--- src/rvie_fifo.sv ---
module rvie_fifo #(
   parameter int WIDTH = 64
) (
   input  logic             clock,
   input  logic             reset,
   input  logic             push,
   output logic             full,
   input  logic [WIDTH-1:0] din,
   input  logic             pop,
   output logic             empty,
   output logic [WIDTH-1:0] dout
);

   localparam int DEPTH = 2;
   localparam int AW    = $clog2(DEPTH);

   logic [WIDTH-1:0] slot_ff [DEPTH];
   logic [AW-1:0]    wr_ptr_ff, rd_ptr_ff;
   logic [AW:0]      count_ff, count_in;
   logic             do_wr, do_rd;

   assign full  = (count_ff == (AW+1)'(DEPTH));
   assign empty = (count_ff == '0);
   assign do_wr = push & ~full;
   assign do_rd = pop & ~empty;
   assign dout  = slot_ff[rd_ptr_ff];

   always_comb begin
      count_in = count_ff;
      if (do_wr && !do_rd) begin
         count_in = count_ff + 1'b1;
      end else if (do_rd && !do_wr) begin
         count_in = count_ff - 1'b1;
      end
   end

   always_ff @(posedge clock) begin
      if (reset) begin
         wr_ptr_ff <= '0;
         rd_ptr_ff <= '0;
         count_ff  <= '0;
      end else begin
         count_ff <= count_in;
         if (do_wr) begin
            wr_ptr_ff <= wr_ptr_ff + 1'b1;
         end
         if (do_rd) begin
            rd_ptr_ff <= rd_ptr_ff + 1'b1;
         end
      end
   end

   always_ff @(posedge clock) begin
      if (do_wr) begin
         slot_ff[wr_ptr_ff] <= din;
      end
   end

endmodule

--- config.mk ---
export PLATFORM = sky130hd
export DESIGN_NAME = rvie_fifo
export DESIGN_NICKNAME = d
export VERILOG_FILES = /design/src/rvie_fifo.sv
export SDC_FILE = /design/constraint.sdc
export NUM_CORES = 1
export LEC_CHECK = 0
export BUFFER_PORTS_ARGS = -buffer_cell sky130_fd_sc_hd__buf_2
export CAP_MARGIN = 20
export CORE_UTILIZATION = 45
export CTS_BUF_LIST = sky130_fd_sc_hd__clkbuf_8 sky130_fd_sc_hd__clkbuf_16
export DETAILED_ROUTE_END_ITERATION = 8
export PLACE_DENSITY = 0.76
export SLEW_MARGIN = 30
export SYNTH_ARGS = -nofsm -noshare
export SYNTH_HDL_FRONTEND = slang
export SYNTH_SLANG_ARGS = --single-unit
--- constraint.sdc ---
create_clock -name clock -period 3.42 [get_ports clock]
set_clock_uncertainty 0.05 [all_clocks]
set_input_delay 0.171 -clock clock [delete_from_list [all_inputs] [get_ports clock]]
set_output_delay 0.171 -clock clock [all_outputs]
set_load 0.02 [all_outputs]
* After elaboration in Yosys (flattened, before gate mapping)
Memories as Yosys holds them, arrays and structs flattened. A register that Yosys moved wholly into a read port is not among the register bits.
Index checks and enable logic that the tools add are counted.
** Storage, ports and cells
- Input bits :: 68
- Bits in latches :: 0
- Output and inout port bits :: 66
- Flip-flop bits (word level) :: 4
- Word-level logic and storage cells :: 25
- RAM bits :: 128
- Memories :: 1
- Bits in read-only memories :: 0
** Operators by class
- Shift-type cells :: 0
- Div/mod/pow operators :: 0
- $lt $le $gt $ge :: 0
- Multipliers :: 0
- Muxes and demuxes :: 6
- Bitwise gates (word level) :: 4
- Equality and inequality tests :: 1
- Reduce and logical (&&, ||, !) cells :: 6
- Add/subtract/negate cells :: 4
** Memories
- slot_ff :: depth 2, bits a word 64, rd ports 1, clocked after memory_dff 1, write ports 1, RTL line 17 : logic [WIDTH-1:0] slot_ff [DEPTH];
** Operators with widths (number)
- two-way mux 1 bit :: 4
- two-way mux 2 bit :: 2
- adder 1 bit, second input constant :: 2
- adder 2 x 1 -> 2 bit, second input constant :: 1
- bitwise AND 1 bit :: 2
- == test 2 bit, second input constant :: 1
- logical AND 1 bit :: 2
- logical NOT 1 bit :: 2
- logical NOT 2 bit :: 1
- inverter 1 bit :: 2
- nonzero test 2 bit :: 1
- subtractor 2 x 1 -> 2 bit, second input constant :: 1

* Depth between registers and ports, before layout
Gate-level depths: netlist of run 1.
- Word-level depth :: 7
- Depth in mapped cells :: 6
- Mapped depth without buffers :: 6

* Worst setup path after synthesis of run 1
Ideal clock, no wire load.
- Path type :: flip-flop to flip-flop
- Start :: reg count_ff[1]
- End :: mem slot_ff[1][0], enable pin
- Stages on the path, launching flop included :: 4
- Arrival :: 2.173 ns
- Required time :: 2.941 ns
- Slack :: 0.768 ns
- Cells stage by stage :: dfxtp_1 > nor2b_2 > nor2_1 > and2_1
** On the way
- Word-level cells in the longest chain between the ends :: 5
** Ends and longest elaborated chain
- start: declaration :: RTL line 19 : logic [AW:0] count_ff, count_in;
- start signal: assignment :: RTL line 43 : count_ff <= count_in;
- == test 2 bit :: RTL line 22 : assign full = (count_ff == (AW+1)'(DEPTH));
- named net full :: RTL line 7 : output logic full,
- inverter 1 bit :: RTL line 24 : assign do_wr = push & ~full;
- bitwise AND 1 bit :: RTL line 24
- named net do_wr :: RTL line 20 : logic do_wr, do_rd;
- two-way mux 1 bit :: RTL line 54 : if (do_wr) begin
- two-way mux 1 bit (implied by the code) :: RTL line 55 : slot_ff[wr_ptr_ff] <= din;
- end: declaration :: RTL line 17
The timed path passes the listed nets, and every way through them passes these cells.

==> results.cfg, run 1 <==
[status]
status = finished clean

[detailed_routing]
wl_per_cell_microns = 15.2
drc = 0
finalWirelength_microns = 8930
viasPerCell = 4.76
dr.pass1.iters = 4
drt_iter0_drc = 100
num_vias = 2799
final_antenna_net_count = 0

[floorplan]
io_pins = 134
rows = 37
fp.coreArea_sq_mm = 0.0104
die-area_sq_mm = 0.0112
die_h_microns = 106
die_x_microns = 106
initial_utilization_pct = 46.6

[clock_tree]
numCtsBuffers = 17
post-cts-setup-buffers = 0
h-tree-depth = 4
cts_sinks = 133
root_buffer = clkbuf_8
cts_tree = yes
worstSkewPairLatency_ns = 0.51
cts.clk_slew.worst_paths_ns = 0.06
cts_buffer_depth = 2
cts_resized = 0

[timing]
period_minus_slack_ns = 2.47
slew_headroom_pct = 52.5
max_slew.worst_pin.slew_ns = 0.713
fmax_mhz = 405
drv_slew = 0
report.final.setup_viol = 0
tns_ns = 0
rsz0062_at_grt = no
hold_violations = 0
min_period_over_period_pct = 72.2

[synthesis]
synth_cells = 224
synth_top_cell_area_share_pct = 79.5
synth_nets = 293
seq_area_frac_synth_pct = 81.6
synth_cell_types = 14
ys_ff_latch = 133
yosysTopAreaCell = edfxtp_1
syn_avg_cell_area_sq_um = 21.6
ys_top_cells_by_area = edfxtp_1 (80%), mux2_2 (15%), dfxtp_1 (2.1%)
ys_warn_count = 0
syn_area_sq_mm = 0.00483

[critical_path]
crit_type = reg2out
setup.worst_path.start_class = register
crit_fanout = 28
crit_arrival_ns = 2.25
crit_path_end_kind = primary output
worst_ep_required_time_ns = 3.20

[pwr]
total_power_w = 0.00521
power_density_mw_per_mm2 = 753
leakage_nw = 2.64
irDropWorstVdd_v = 0.000377

[grt]
use_met1_pct = 18.9
met2_usage_pct = 28.0
grt_pass1_vias = 2898
grt.total_usage_pct = 16.6
grt_overflow_total = 0
antenna_found_initial = 0
grtUsageMet3_pct = 4.89
grt_pass1_wl_microns = 13700
grt_max_degree = 46
grt-busiest-layer = met2

[placed_design]
dpl.cell_count = 490
gp_congestion = 0.656
io_buffers = 133
place_area_sq_mm = 0.00568
post-dp-hpwl_microns = 5220

[hold_path]
hp-class = in2reg

[finish]
finish.instance_area_sq_mm = 0.00692
drive_above_1_share_pct = 51.8
area_growth_pct = 43.1
finalNonFillerCells = 588
antenna_cells = 0
final_util_pct = 66.7
finish.net_count = 508

[run]
cap_violations = 0
-- layout by cell type (no fill, tap or decap) --
| cell | Yosys | layout |
|---|---|---|
| inv_1 | 2 | 2 |
| clkinv_2 | 0 | 3 |
| buf_12 | 0 | 2 |
| clkinvlp_4 | 0 | 3 |
| edfxtp_1 | 128 | 128 |
| xor2_1 | 3 | 3 |
| o21ai_0 | 3 | 3 |
| nor2_1 | 5 | 5 |
| and2_2 | 0 | 1 |
| dlygate4sd3_1 | 0 | 66 |
| ha_1 | 1 | 1 |
| nor2b_2 | 1 | 1 |
| clkinv_1 | 0 | 2 |
| clkbuf_16 | 0 | 16 |
| mux2_2 | 64 | 64 |
| a21oi_1 | 2 | 2 |
| or3_1 | 2 | 2 |
| buf_4 | 6 | 2 |
| dfxtp_1 | 5 | 4 |
| bufinv_16 | 0 | 3 |
| clkinv_4 | 0 | 3 |
| clkbuf_8 | 0 | 1 |
| dfxtp_2 | 0 | 1 |
| buf_2 | 1 | 133 |
| inv_2 | 0 | 1 |
-- state kept, by name (all words and copies together), names as in the netlist, named ones only --
name / cells
slot_ff: 128
count_ff: 2
rd_ptr_ff: 1
wr_ptr_ff: 1
-- metal layers --
layer | vias up | part of all wire [%]
met3 | 16 | 5.7
met5 | - | 0
met4 | 0 | 2.0
met2 | 103 | 51
li1 | 1317 | -
met1 | 1363 | 41
-- timing repair --
item | 4_1_cts | 5_1_grt
hold endpoints to repair | 133 | 0
endpoints found under the setup margin | 0 | 0
hold buffers | 66 | 0
-- path summary, 6_finish.rpt --
| path | start | to | slack [ns] | cells past startpoint |
|---|---|---|---|---|
| worst max-delay path | register | dout[34] | 0.95 | 3 |
| worst min register to register | wr_ptr_ff | wr_ptr_ff | 0.45 | 2 |
| worst max register to register | count_ff[0] | slot_ff[0][6] | 1.37 | 4 |
| worst min-delay path | pop | rd_ptr_ff | 0.05 | 4 |
-- through the flow --
stage	hold WS [ns]	worst slack [ns]
3_3_place_gp	0.310	1.38
6_report	0.0501	0.950
2_1_floorplan	0.190	0.768
5_1_grt	0.101	0.854
3_5_place_dp	0.312	1.33
4_1_cts	0.0253	0.886
-- kinds of logic after synthesis --
| group | after synthesis | share of synthesized area, % |
|---|---|---|
| AOI/OAI and AO/OA | 5 | 0.518 |
| muxes | 64 | 14.9 |
| xor gates and xnor gates | 3 | 0.544 |
| adders and majority gates | 1 | 0.259 |
| DFF | 133 | 81.6 |
| and+or+nand+nor | 9 | 0.958 |
| buffers and inverters | 9 | 1.19 |
-- power by group --
part	internal [W]	switching (W)	leakage [nW]
Sequential	0.00205	0.000104	1.24
Combinational	0.000563	0.000751	1.12
Clock	0.00110	0.000643	0.280
Total	0.00371	0.00150	2.64
-- critical path, cell delays in order, from the launching register on --
cell	delay, ns
dfxtp_2	0.79
buf_4	0.40
mux2_2	0.38
buf_2	0.16
-- Yosys cell counts, drive strengths merged --
master	number
and2	1
ha	1
nor2b	1
o21ai	3
nor2	5
edfxtp	128
a21oi	2
buf	7
xor2	3
dfxtp	5
inv	2
or3	2
mux2	64
-- layout make-up --
| type | count | area (sq um) |
|---|---|---|
| Clock buffer | 17 | 414 |
| Fill cell | 740 | 3450 |
| Tap cell | 136 | 170 |
| Multi-Input combinational cell | 82 | 832 |
| Timing Repair Buffer | 203 | 1380 |
| Clock inverter | 15 | 165 |
| Sequential cell | 133 | 3950 |
| Inverter | 2 | 7.51 |
Power figures use the tool's default switching activity.
==> run 2, diff against run 1 <==
- PLACE_DENSITY: 0.76 -> 0.79
- clock period: 3.42 -> 2.2 ns (I/O delays scaled with it)
==> run 2 against run 1 <==
Compared with the run above: clock power is 69% higher; highest routed layer unchanged; design area grew 1.8%; hold slack better by 0.17 ns; non-clock buffer count increased by 3; flip-flop and latch count unchanged; global-route usage grew 0.57 points; clock-buffer cell count stayed put; die area did not move.
==> results.cfg, run 2 (synthesis gave the netlist of run 1 again) <==
[status]
status = finished clean

[detailed_routing]
viasPerCell = 4.73
dr.pass1.iters = 5
route.met2.wl_microns = 4900
drc = 0
drt_iter0_drc = 116
final_antenna_net_count = 0
met1_length_microns = 3380
num_vias = 2797
wl_per_cell_microns = 15.2
finalWirelength_microns = 8980
wl_met3_microns = 546
top_layer = met4

[clock_tree]
cts_sinks = 133
numCtsBuffers = 17
h-tree-depth = 4
cts_buffer_depth = 2
cts.clk_slew.worst_paths_ns = 0.06
cts_tree = yes
worstSkewPairLatency_ns = 0.52
root_buffer = clkbuf_8
post-cts-setup-buffers = 0

[floorplan]
fp.coreArea_sq_mm = 0.0104
die_h_microns = 106
rows = 37
die-area_sq_mm = 0.0112
die_x_microns = 106
initial_utilization_pct = 46.6
io_pins = 134

[timing]
hold_violations = 0
max_slew.worst_pin.slew_ns = 0.367
rsz0062_at_grt = no
min_period_over_period_pct = 89.1
setup_ws_ns = 0.240
tns_ns = 0
report.final.setup_viol = 0
period_minus_slack_ns = 1.96
slew_headroom_pct = 75.3
fmax_mhz = 510
drv_slew = 0

[critical_path]
crit_path_end_kind = primary output
crit_fanout = 25
crit_arrival_ns = 1.80
crit_type = reg2out
setup.worst_path.start_class = register
worst_ep_required_time_ns = 2.04
r2r_setup_slack_ns = 0.47

[grt]
grt_max_degree = 46
grt_pass1_vias = 3009
antenna_found_initial = 0
grt.total_usage_pct = 17.2
grt_overflow_total = 0
grt_pass1_wl_microns = 13900

[finish]
multiInputGateArea_sq_um = 838
antenna_cells = 0
drive_above_1_share_pct = 51.9
finish.net_count = 511
finish.instance_area_sq_mm = 0.00704
fill_cells = 705
regArea_sq_mm = 0.00395
largest_reg_flops = 128
top_regs = slot_ff (128), count_ff (2)
final_common_cell = buf_2
final_util_pct = 67.9
final_cell_mix = buf_2 (133), edfxtp_1 (128), dlygate4sd3_1 (67)
area_growth_pct = 45.7
top_register = slot_ff

[hold_path]
hp-class = in2reg

[pwr]
irDropWorstVdd_v = 0.000666
power_density_mw_per_mm2 = 1190
leakage_nw = 2.68
total_power_w = 0.00839

[placed_design]
post-dp-hpwl_microns = 5300
dp_slack_ns = 0.500
io_buffers = 133
gp_congestion = 0.686
place_area_sq_mm = 0.00574

[run]
cap_violations = 0
[run 2: path summary, 6_finish.rpt]
check / end / startpoint / depth (start not counted)
worst max-delay path: dout[35] / register / 3
worst min-delay path: slot_ff[1][28] / push / 4
worst max register to register: count_ff[1] / count_ff[0] / 4
worst min register to register: register / rd_ptr_ff / 2
[run 2: report_power, final]
group          switching (W)  internal, W  leakage [nW]  total, W
Sequential          0.000141      0.00319          1.24   0.00333
Combinational        0.00119     0.000937          1.14   0.00213
Clock               0.000998      0.00194         0.300   0.00294
[run 2: through the flow]
step	hold WS [ns]	cells
2_1_floorplan	0.129	224
3_3_place_gp	0.247	492
3_5_place_dp	0.252	492
4_1_cts	0.203	591
5_1_grt	0.237	591
6_report	0.223	591
[run 2: area by class of cell]
| type | count | share of cell area (%) |
|---|---|---|
| Sequential cell | 133 | 56.1 |
| Timing Repair Buffer | 206 | 20.5 |
| Multi-Input combinational cell | 82 | 11.9 |
| Clock buffer | 17 | 5.88 |
| Clock inverter | 15 | 3.04 |
| Tap cell | 136 | 2.42 |
| Inverter | 2 | 0.160 |
[run 2: per-layer routing]
layer / vias up / global-route usage (%)
met5: - / 0
met4: 0 / 8.53
met3: 15 / 7.11
met2: 109 / 30.8
met1: 1346 / 17.1
li1: 1327 / -
[run 2: what timing repair did]
item / CTS / global route
hold buffers: 67 / 0
resized for setup: 0 / 1
hold endpoints to repair: 133 / 0
setup endpoints to repair: 0 / 18
[run 2: worst max-delay path, cell delays in order, from the launching register on]
cell     delay [ns]
dfxtp_4        0.52
buf_12         0.22
mux2_2         0.36
buf_2          0.16
==> run 3, diff against run 2 <==
- ABC_AREA: unset -> 1
- CORE_UTILIZATION: 45 -> 47
- PLACE_DENSITY: 0.79 -> 0.81
==> run 3 against run 2 <==
Compared with the run above: fmax fell by 1.2%; sequential share of layout area shrank 1.1 points; synthesized area rose by 6.9%; critical endpoint is now dout[41]; first-iteration DRC count shrank 12%; critical path depth unchanged; hold slack better by 0.037 ns; highest routed layer unchanged; die area rose by 2.3%; largest cell class unchanged; clock power shrank 18%; global-route usage rose by 1.3 points; worst setup slack worse by 0.024 ns.
==> results.cfg, run 3 <==
[status]
status = finished clean

[synthesis]
synth-main-ff-cell = edfxtp_1
synth_top_cell_area_share_pct = 74.4
synth_common_cells = edfxtp_1 (128), mux2_4 (60), inv_1 (9), nor2_1 (9), buf_12 (6)
synth_edf_count = 128
yosysTopAreaCell = edfxtp_1
synth.most_common_cell = edfxtp_1
ys_top_cells_by_area = edfxtp_1 (74%), mux2_4 (17%), buf_12 (2.3%)
syn_avg_cell_area_sq_um = 21.9
syn_area_sq_mm = 0.00517
ys_ff_latch = 133
ys_warn_count = 0
synth_cells = 236
synth_cell_types = 17
async_reset_ff_share_pct = 0
synth_nets = 305
seq_area_frac_synth_pct = 76.3

[grt]
use_met1_pct = 19.0
grtUsageMet3_pct = 6.81
grt_pass1_vias = 3092
grt_pass1_wl_microns = 15100
grt.total_usage_pct = 18.5
antenna_found_initial = 0
grt_max_degree = 38
grt-busiest-layer = met2
met2_usage_pct = 33.4
grt_overflow_total = 0

[finish]
top_register = slot_ff
final_common_cell = buf_2
antenna_cells = 0
fill_cells = 683
drive_above_1_share_pct = 50.6
finish.net_count = 525
largest_reg_flops = 128
multiInputGateArea_sq_mm = 0.00107
top_regs = slot_ff (128), count_ff (2)
final_util_pct = 68.3
area_growth_pct = 38.9
regArea_sq_mm = 0.00395
finish.instance_area_sq_mm = 0.00718
final_cell_mix = buf_2 (133), edfxtp_1 (128), dlygate4sd3_1 (67)

[floorplan]
die_h_microns = 107
die_x_microns = 107
initial_utilization_pct = 49.2
rows = 37
io_pins = 134
fp.coreArea_sq_mm = 0.0105
die-area_sq_mm = 0.0114

[clock_tree]
cts_buffer_depth = 2
h-tree-depth = 4
cts_tree = yes
root_buffer = clkbuf_8
numCtsBuffers = 17
worstSkewPairLatency_ns = 0.53
cts_sinks = 133
cts.clk_slew.worst_paths_ns = 0.06

[pwr]
leakage_nw = 2.90
power_density_mw_per_mm2 = 1110
irDropWorstVdd_v = 0.000678

[timing]
rsz0062_at_grt = no
slew_headroom_pct = 65.6
hold_violations = 0
min_period_over_period_pct = 90.2
report.final.setup_viol = 0
fmax_mhz = 504
period_minus_slack_ns = 1.98
max_slew.worst_pin.slew_ns = 0.516
drv_slew = 0

[critical_path]
critical_path_buf_inv_count = 2
crit_path_top_delay_cell = dfxtp_4
crit_arrival_ns = 1.82
worstPathCellList = buf_4 -> mux2_2 -> buf_2
setup.worst_path.start_class = register
crit_path_end_kind = primary output
crit_fanout = 13
critPathTopFamily = flip-flops
cpPeakStageDelay_ns = 0.54
crit_type = reg2out
worst_ep_required_time_ns = 2.04

[hold_path]
hp-class = in2reg

[placed_design]
io_buffers = 133
gp_congestion = 0.688
post-dp-hpwl_microns = 5530
place_area_sq_mm = 0.00597

[detailed_routing]
drc = 0
dr.pass1.iters = 4
final_antenna_net_count = 0
num_vias = 2917
viasPerCell = 4.83
drt_iter0_drc = 102
wl_per_cell_microns = 16.3
finalWirelength_microns = 9870

[run]
cap_violations = 0
run 3: changes by cell type after synthesis, moves of 4 or more:
cell,delta
mux2_2,-60
mux2_4,+60
inv_1,+7
buf_12,+6
buf_4,-6
nand2_1,+4
nor2_1,+4
run 3: area by class of cell:
cell class | count | area share, %
Sequential cell | 133 | 55.0
Tap cell | 136 | 2.37
Multi-Input combinational cell | 87 | 15.0
Timing Repair Buffer | 208 | 20.1
Clock buffer | 17 | 5.77
Inverter | 9 | 0.471
Clock inverter | 14 | 1.36
run 3: timing repair:
item                                    in CTS  in global routing
endpoints found under the hold margin      133                  0
endpoints found under the setup margin       0                  1
hold buffers                                67                  0
resized for setup                            0                  0
buffers inserted                             0                  1
run 3: worst paths after layout:
check,startpoint,endpoint,slack (ns),depth (start not counted)
worst min register to register,wr_ptr_ff,wr_ptr_ff,0.49,2
worst max register to register,count_ff[1],count_ff[1],0.51,9
worst min-delay path,din[36],slot_ff[0][36],0.26,2
worst max-delay path,register,dout[41],0.22,3
run 3: logic make-up after synthesis:
group	after synthesis	synth area share, %
multiplexers	64	18.3
AND/OR/NAND/NOR	16	1.28
flip-flops	133	76.3
adder cells (fa/ha/maj)	1	0.242
buffers and inverters	16	3.20
AO/OA/AOI/OAI	6	0.654
run 3: power breakdown:
group / switching (W) / leakage [nW] / internal, W
registers: 0.000152 / 1.24 / 0.00321
logic: 0.00118 / 1.39 / 0.00102
clock network: 0.000966 / 0.266 / 0.00146
run 3: metrics by stage:
step                instances  hold WS [ns]  TNS [ns]  power, W  setup slack, ns
global route              604         0.240         0   0.00833            0.147
finish                    604         0.260         0   0.00799            0.216
floorplan                 236         0.159    -56.88   0.00497           -0.444
CTS                       603         0.228         0   0.00800           0.0474
global placement          505         0.247         0   0.00542            0.631
detailed placement        505         0.252         0   0.00548            0.550
run 3: routing by layer:
metal | share of wire (%) | wire length (microns) | up-vias
li1 | - | - | 1352
met2 | 54 | 5300 | 118
met1 | 38 | 3780 | 1432
met3 | 6.3 | 624 | 15
met4 | 1.7 | 171 | 0
met5 | 0 | 0 | -
